==> src/hw/rtl/crs_pkg.sv <==
// types, constants and fixed point helpers for the constraint row solver
// no dependencies; imported by every solver module
package crs_pkg;

  localparam int unsigned NUM_BODIES_DEF = 64;
  localparam int unsigned IDX_W  = 6;
  localparam int unsigned VEC_W  = 60;
  localparam int unsigned COMP_W = 20;
  localparam int unsigned SCL_W  = 32;
  localparam int unsigned SOR_W  = 18;
  localparam int unsigned WORD_W = 64;
  localparam int unsigned LIM_W  = 64;
  localparam int unsigned MUL_W  = 33;
  localparam int unsigned PROD_W = 66;
  localparam int unsigned JV_W   = 44;
  localparam int unsigned SACC_W = 54;
  localparam int unsigned STEP_W = 3;

  localparam logic [SOR_W-1:0] SOR_RESET = 18'd65536;

  // item functions
  localparam logic [1:0] FN_SOLVE  = 2'd0;
  localparam logic [1:0] FN_PSOLVE = 2'd1;
  localparam logic [1:0] FN_WRITE  = 2'd2;
  localparam logic [1:0] FN_READ   = 2'd3;

  // body word selects
  localparam logic [3:0] SEL_LIN  = 4'd0;
  localparam logic [3:0] SEL_ANG  = 4'd1;
  localparam logic [3:0] SEL_PLIN = 4'd2;
  localparam logic [3:0] SEL_PANG = 4'd3;
  localparam logic [3:0] SEL_IM   = 4'd4;
  localparam logic [3:0] SEL_RX   = 4'd5;
  localparam logic [3:0] SEL_RY   = 4'd6;
  localparam logic [3:0] SEL_RZ   = 4'd7;

  // dot product steps
  localparam logic [STEP_W-1:0] JV_LIN_A = 3'd0;
  localparam logic [STEP_W-1:0] JV_ANG_A = 3'd1;
  localparam logic [STEP_W-1:0] JV_LIN_B = 3'd2;
  localparam logic [STEP_W-1:0] JV_LAST  = 3'd4;

  // body update steps
  localparam logic [STEP_W-1:0] UPD_IM   = 3'd0;
  localparam logic [STEP_W-1:0] UPD_ANG  = 3'd1;
  localparam logic [STEP_W-1:0] UPD_LIN  = 3'd2;
  localparam logic [STEP_W-1:0] UPD_RX   = 3'd3;
  localparam logic [STEP_W-1:0] UPD_RY   = 3'd4;
  localparam logic [STEP_W-1:0] UPD_RZ   = 3'd5;
  localparam logic [STEP_W-1:0] UPD_LAST = 3'd6;

  localparam logic signed [PROD_W-1:0] S32_MAX = 66'sd2147483647;
  localparam logic signed [PROD_W-1:0] S32_MIN = -66'sd2147483648;
  localparam logic signed [PROD_W-1:0] S20_MAX = 66'sd524287;
  localparam logic signed [PROD_W-1:0] S20_MIN = -66'sd524288;

  // one body row of the table
  typedef struct packed {
    logic [VEC_W-1:0] lin;
    logic [VEC_W-1:0] ang;
    logic [VEC_W-1:0] plin;
    logic [VEC_W-1:0] pang;
    logic [SCL_W-1:0] im;
    logic [VEC_W-1:0] rx;
    logic [VEC_W-1:0] ry;
    logic [VEC_W-1:0] rz;
  } row_t;

  typedef enum logic [3:0] {
    ST_CLEAR, ST_IDLE, ST_RDA, ST_RDB, ST_LATB, ST_JV, ST_RAW, ST_CLAMP,
    ST_SOR, ST_DELTA, ST_LOAD, ST_UPD, ST_WB, ST_WORD, ST_DONE
  } crs_state_t;

  // status into the sequencer
  typedef struct packed {
    logic in_fire;
    logic word_op;
    logic delta_zero;
    logic cur_static;
    logic clear_done;
    logic out_free;
  } stat_t;

  // control out of the sequencer
  typedef struct packed {
    crs_state_t        st;
    logic [STEP_W-1:0] step;
    logic              on_b;
    logic              ready;
    logic              clearing;
  } ctl_t;

  function automatic logic signed [COMP_W-1:0] comp20(input logic [VEC_W-1:0] w,
                                                      input int unsigned i);
    comp20 = w[COMP_W*i +: COMP_W];
  endfunction

  function automatic logic signed [SCL_W-1:0] sat32(input logic signed [PROD_W-1:0] v);
    if (v > S32_MAX) begin
      sat32 = 32'sh7FFFFFFF;
    end else if (v < S32_MIN) begin
      sat32 = 32'sh80000000;
    end else begin
      sat32 = v[SCL_W-1:0];
    end
  endfunction

  function automatic logic signed [COMP_W-1:0] sat20(input logic signed [PROD_W-1:0] v);
    if (v > S20_MAX) begin
      sat20 = 20'sh7FFFF;
    end else if (v < S20_MIN) begin
      sat20 = 20'sh80000;
    end else begin
      sat20 = v[COMP_W-1:0];
    end
  endfunction

endpackage

==> src/hw/rtl/crs_fsm.sv <==
// sequencer for clearing, solve steps, body updates and word access
// depends on crs_pkg
module crs_fsm (
  input  logic           clk,
  input  logic           rst_n,
  input  crs_pkg::stat_t stat,
  output crs_pkg::ctl_t  ctl
);
  import crs_pkg::*;

  crs_state_t        state_r, state_nxt;
  logic [STEP_W-1:0] step_r, step_nxt;
  logic              on_b_r, on_b_nxt;

  always_ff @(posedge clk) begin
    if (!rst_n) begin
      state_r <= ST_CLEAR;
      step_r  <= '0;
      on_b_r  <= 1'b0;
    end else begin
      state_r <= state_nxt;
      step_r  <= step_nxt;
      on_b_r  <= on_b_nxt;
    end
  end

  // next state
  always_comb begin
    state_nxt = state_r;
    step_nxt  = step_r;
    on_b_nxt  = on_b_r;
    case (state_r)
      ST_CLEAR: begin
        if (stat.clear_done) state_nxt = ST_IDLE;
      end
      ST_IDLE: begin
        if (stat.in_fire) begin
          state_nxt = ST_RDA;
          on_b_nxt  = 1'b0;
        end
      end
      ST_RDA:   state_nxt = ST_RDB;
      ST_RDB:   state_nxt = stat.word_op ? ST_WORD : ST_LATB;
      ST_LATB: begin
        state_nxt = ST_JV;
        step_nxt  = JV_LIN_A;
      end
      ST_JV: begin
        if (step_r == JV_LAST) begin
          state_nxt = ST_RAW;
        end else begin
          step_nxt = step_r + 1'b1;
        end
      end
      ST_RAW:   state_nxt = ST_CLAMP;
      ST_CLAMP: state_nxt = ST_SOR;
      ST_SOR:   state_nxt = ST_DELTA;
      ST_DELTA: state_nxt = stat.delta_zero ? ST_DONE : ST_LOAD;
      ST_LOAD: begin
        if (stat.cur_static) begin
          if (on_b_r) begin
            state_nxt = ST_DONE;
          end else begin
            on_b_nxt = 1'b1;
          end
        end else begin
          state_nxt = ST_UPD;
          step_nxt  = UPD_IM;
        end
      end
      ST_UPD: begin
        if (step_r == UPD_LAST) begin
          state_nxt = ST_WB;
        end else begin
          step_nxt = step_r + 1'b1;
        end
      end
      ST_WB: begin
        if (on_b_r) begin
          state_nxt = ST_DONE;
        end else begin
          state_nxt = ST_LOAD;
          on_b_nxt  = 1'b1;
        end
      end
      ST_WORD:  state_nxt = ST_DONE;
      ST_DONE: begin
        if (stat.out_free) state_nxt = ST_IDLE;
      end
      default:  state_nxt = ST_IDLE;
    endcase
  end

  // outputs
  always_comb begin
    ctl.st       = state_r;
    ctl.step     = step_r;
    ctl.on_b     = on_b_r;
    ctl.ready    = (state_r == ST_IDLE);
    ctl.clearing = (state_r == ST_CLEAR);
  end

endmodule

==> config.mk <==
export PLATFORM = sky130hd
export DESIGN_NAME = crs_fsm
export DESIGN_NICKNAME = d
export VERILOG_FILES = /design/src/hw/rtl/crs_pkg.sv /design/src/hw/rtl/crs_fsm.sv
export SDC_FILE = /design/constraint.sdc
export NUM_CORES = 1
export LEC_CHECK = 0
export BUFFER_PORTS_ARGS = -buffer_cell sky130_fd_sc_hd__buf_4
export CORE_AREA = 2 2 42 44
export DETAILED_ROUTE_END_ITERATION = 16
export DIE_AREA = 0 0 44 46
export GPL_ROUTABILITY_DRIVEN = 1
export PLACE_DENSITY = 0.7
export SETUP_SLACK_MARGIN = 0.2
export SYNTH_ARGS = -nofsm -noshare
export SYNTH_HDL_FRONTEND = slang
export SYNTH_SLANG_ARGS = --single-unit
==> constraint.sdc <==
create_clock -name clk -period 1.36 [get_ports clk]
set_clock_uncertainty 0.05 [all_clocks]
set_input_delay 0.272 -clock clk [delete_from_list [all_inputs] [get_ports clk]]
set_output_delay 0.272 -clock clk [all_outputs]
set_load 0.02 [all_outputs]
==> results.ini, run 1 <==
[status]
status=finished with violations
violations=setup timing

[setup_path]
r2r_start=state_r[3]$_SDFFE_PN0P_
critical_path.max_fanout=5
slowest_delay_ns=0.37
arrival_ns=1.32
path_class=register to primary output
crit_path_end_kind=primary output
crit_required_ns=1.04
crit_family=buffers and inverters
cp-start-kind=register
cpMaxStageDelayCell=dfxtp_4
r2r_slack_ns=-0.25
worst-path-buf-inv=3
worstPathCellList=buf_6, nor4_4, buf_4, buf_6
rr_endpoint=state_r[0]$_SDFFE_PN0P_
ff2ff_path_depth=5
cp_common_cell=buf_6

[detailed_routing]
via_per_inst=5.85
drt_iter0_drc=9
drc_errors=0
dr.pass1.iters=4
antenna_left=0
avgRoutedWirePerCell_microns=17.9
dr_total_vias=872
drt_wl_total_microns=2660

[power]
p_total_uw=1960
peakVddDrop_uv=1090
powerDensity_nw_per_um2=1440
cellLeakagePower_uw=0.000570

[sta]
whs_ns=0.247
fmax_mhz=608
hold_violations=0
setup_viol=9
min_period_ns=1.65
finalMaxSlewViolations=0
timing.final.ws_setup_ns=-0.286
rsz0062_at_grt=true
finalCritPeriodShare_pct=121
tightest_slew_ns=0.319
slew_headroom_pct=78.7

[synth]
netlist_instances=82
ys_top_cells_by_count=dfxtp_1 (8), a21oi_1 (7), inv_1 (5)
ys_ff_latch=8
yosys.area_share.simple_pct=28.8
async_reset_ff_share_pct=0
synth-xor-area-share_pct=0
ys_types=39
synth_fa_ha_area_share_pct=5.58
synth_top_family_by_area=compound AO/OA/AOI/OAI gates
synth_edf_count=0
synth_mux_area_share_pct=3.16
synth_top_area_share_pct=23.8
synth_area_leaders=dfxtp_1 (24%), ha_1 (5.6%), a21oi_1 (5.2%)
seq_area_frac_synth_pct=23.8
synth-compound-area-share_pct=30.3
synthesis.area_sq_um=673
synth_nets=93
synth_top_cell_by_area=dfxtp_1
yosysWarnings=0
syn_avg_cell_area_sq_um=8.21
yosysMostFrequentCell=dfxtp_1
ys.flop_type=dfxtp_1

[grt]
antenna_found_initial=0
grt_pass1_vias=813
grt_pass1_wl_microns=3730
gr-total-overflow=0
grt_max_degree=11
track_usage_pct=26.2

[layout]
syn_to_final_growth_pct=102
final_layout_size_suffix_gt1_share_pct=64.4
stdcell_area_sq_um=1360
nets=144
postLayoutCoreUtil_pct=84.4
antenna_cells=0

[hold_path]
min_path_cells=3
whs_endpoint=state_r[1]$_SDFFE_PN0P_
min_path_type=primary input to register
min_from=rst_n

[floorplan]
core_sq_um=1610
initial_utilization_pct=41.7
die_w_microns=44
pin_count=18
die_area_sq_um=2020
row_count=15
die_h_microns=46

[place]
dp_slack_ns=-0.210
port_buffers=17
gp_congestion=0.794
placed_cell_area_sq_um=1040
hpwl_microns=1470

[clock_tree]
cts_buffers=3
tritoncts=yes
cts_root_buf=clkbuf_4
clk_latency_ns=0.27
htreeDepth=1
clkSlewWorstSetupHoldPaths_ns=0.06
cts_max_path_buffers=2
cts.sinks=8
hold_buffers=0

[job]
maxCapViolations=0

kinds of logic (layout without fill, tap and decap cells):
family,count (synthesis),in the layout
simple gates,29,29
buf+inv,11,61
mux,2,2
compound gates,29,29
flops,8,8
fa+ha+maj,3,3
stage by stage:
stage	setup TNS, ns	std cells
after detailed placement	-0.677	134
after global placement	-0.510	134
after floorplan	-0.501	82
final	-1.88	149
after CTS	-1.09	144
after global routing	-2.41	149
worst max-delay path by stage:
stage	slack (ns)	cells after the start	from	to
floorplan	-0.19	5	state_r[0]$_SDFFE_PN0P_	state_r[0]$_SDFFE_PN0P_
global route	-0.33	6	state_r[3]$_SDFFE_PN0P_	step_r[0]$_SDFFE_PN0P_
CTS	-0.23	4	state_r[3]$_SDFFE_PN0P_	ctl[0]
finish	-0.29	4	state_r[3]$_SDFFE_PN0P_	ctl[0]
detailed placement	-0.21	6	step_r[1]$_SDFFE_PN0P_	state_r[0]$_SDFFE_PN0P_
global placement	-0.18	6	step_r[0]$_SDFFE_PN0P_	state_r[0]$_SDFFE_PN0P_
final cells by class:
class                   instances  area, sq um
multi-input cells              63          612
fillers                        78          251
inverters                       5         23.8
flip-flops and latches          8          188
clock buffers                   4         26.3
well taps                      17         21.3
repair buffers                 52          492
cell usage in the layout (no fill, tap or decap), drive strengths merged, types with 2 or more instances in the layout:
| master | count |
|---|---|
| nor2b | 4 |
| o21a | 2 |
| buf | 52 |
| nand3 | 4 |
| nor3 | 3 |
| nor4 | 3 |
| dfxtp | 8 |
| nor3b | 2 |
| or3b | 2 |
| nand2b | 2 |
| a21oi | 7 |
| a211o | 2 |
| clkbuf | 4 |
| nand2 | 3 |
| inv | 5 |
| a31oi | 3 |
| o2bb2ai | 2 |
| a21boi | 3 |
| ha | 3 |
| nor2 | 2 |
| o21ai | 3 |
timing repair:
action                     4_1_cts  5_1_grt
setup endpoints to repair       18       18
setup buffers                    6        5
gates cloned                     0        0
pin swaps                        8        6
resized for setup               39       14
state kept, by name (all words and copies together), names as in the netlist:
signal,flops
state_r,4
step_r,3
on_b_r,1
power by group:
part	internal [uW]	switching (uW)	total, uW	leakage [uW]
sequential	283	99.0	382	0.0000707
combinational	783	582	1360	0.000485
clock	113	97.8	211	0.0000150
worst register-to-register path, delay by kind of cell, from the launching register on:
kind            cells  cell delay [ns]
buf+inv             1             0.14
flops               1             0.37
compound gates      2             0.38
simple gates        2             0.56
metal layers:
metal	vias to the layer above	global-route usage, %	part of all wire (%)
li1	411	-	-
met1	424	28.1	38
met2	25	49.7	54
met3	12	4.76	4.0
met4	0	11.5	3.7
met5	-	0	0
(Power assumes the default switching activity.)
==> run 2: changes to the inputs <==
- SKIP_CTS_REPAIR_TIMING: not set -> 1
==> run 2 against run 1 <==
Against the previous run: the flow still finishes with violations (setup timing); hold slack worse by 0.0067 ns; utilization is 3.6 points lower; total power decreased by 0.27%; critical path depth unchanged; non-clock buffer count shrank 5; clock power barely moved; via count decreased by 4.5%; setup slack lost 0.016 ns; critical endpoint unchanged; largest power group unchanged; highest routed layer unchanged.
==> results.ini, run 2 (same netlist as run 1, synthesis figures left out) <==
[status]
status=finished with violations
violations=setup timing

[place]
placed_cell_area_sq_um=1040
gp_congestion=0.794
port_buffers=17
hpwl_microns=1470

[clock_tree]
cts.sinks=8
tritoncts=yes
cts_root_buf=clkbuf_4
clkSlewWorstSetupHoldPaths_ns=0.07
cts_max_path_buffers=2
cts_buffers=3
htreeDepth=1
clk_latency_ns=0.27

[sta]
setup_viol=9
tns_ns=-1.21
finalCritPeriodShare_pct=122
slew_headroom_pct=80.9
tightest_slew_ns=0.286
hold_violations=0
timing.final.ws_setup_ns=-0.302
finalMaxSlewViolations=0
fmax_mhz=602
min_period_ns=1.66
whs_ns=0.240
rsz0062_at_grt=true

[grt]
gr-total-overflow=0
grt_pass1_wl_microns=3110
antenna_found_initial=0
grt_max_degree=11
track_usage_pct=21.6
grt_pass1_vias=711

[power]
powerDensity_nw_per_um2=1500
peakVddDrop_uv=1090
intPower_uw=1180
p_total_uw=1950
cellLeakagePower_uw=0.000535
clock_power_share_pct=10.8
p_sw_uw=775
pwr-share-comb_pct=69.6
seqPwrFrac_pct=19.5
switching_share_pct=39.7

[floorplan]
die_area_sq_um=2020
die_h_microns=46
die_w_microns=44
row_count=15
pin_count=18
initial_utilization_pct=41.7
core_sq_um=1610

[setup_path]
crit_required_ns=1.04
critical_path.max_fanout=6
crit_path_end_kind=primary output
path_class=register to primary output
cp-start-kind=register
arrival_ns=1.34

[detailed_routing]
dr_total_vias=833
dr.pass1.iters=4
drt_iter0_drc=16
avgRoutedWirePerCell_microns=17.2
via_per_inst=5.78
drt_wl_total_microns=2480
antenna_left=0
drc_errors=0

[job]
maxCapViolations=0

[layout]
nFillCells=95
antenna_cells=0
top_register=state_r
syn_to_final_growth_pct=93.9
final_layout_size_suffix_gt1_share_pct=64.6
largest_register_ffs=4
stdcell_area_sq_um=1310
largestRegisters=state_r (4), step_r (3), on_b_r (1)
nets=139
layout_common_cells=buf_4 (24), buf_6 (23), dfxtp_4 (7)
postLayoutCoreUtil_pct=80.9
final_common_cell=buf_4

[hold_path]
min_path_type=primary input to register

==> run 2: changes by cell type in the layout (fill, tap and decap cells not counted), sizes merged <==
cell and delta:
buf -5
==> run 2: path summary, 6_finish.rpt <==
path / start / to / slack (ns) / depth (start not counted)
max reg2reg: step_r[1]$_SDFFE_PN0P_ / state_r[0]$_SDFFE_PN0P_ / -0.18 / 6
min: rst_n / state_r[2]$_SDFFE_PN0P_ / 0.24 / 2
min reg2reg: step_r[1]$_SDFFE_PN0P_ / step_r[1]$_SDFFE_PN0P_ / 0.61 / 3
max: state_r[3]$_SDFFE_PN0P_ / ctl[0] / -0.30 / 4
==> run 2: worst max-delay path: stages, from the launching register on <==
cell,delay (ns)
dfxtp_4,0.38
buf_6,0.12
nor4_4,0.29
buf_4,0.17
buf_6,0.11
==> run 2: routing by layer <==
layer / routed length (microns) / track usage (%)
met5: 0 / 0
met4: 70 / 10.9
met3: 111 / 4.76
met2: 1370 / 37.9
met1: 927 / 24.5
==> run 2: cell type report <==
class / instances / area, sq um / share of cell area (%)
well taps: 17 / 21.3 / 1.63
clock buffers: 4 / 26.3 / 2.01
repair buffers: 47 / 439 / 33.7
flip-flops and latches: 8 / 188 / 14.4
inverters: 5 / 23.8 / 1.82
multi-input cells: 63 / 607 / 46.5
==> run 2: power by group through the flow <==
stage | logic [uW] | registers [uW] | clock network, uW
final | 1360 | 381 | 211
after global placement | 976 | 375 | 0
after CTS | 993 | 371 | 212
after global routing | 1440 | 384 | 225
after detailed placement | 991 | 375 | 0
after floorplan | 574 | 396 | 0
==> run 2: metrics by stage <==
step | std cells | setup slack, ns
final | 144 | -0.302
after global routing | 144 | -0.317
after CTS | 138 | -0.303
after detailed placement | 134 | -0.210
after global placement | 134 | -0.181
after floorplan | 82 | -0.192
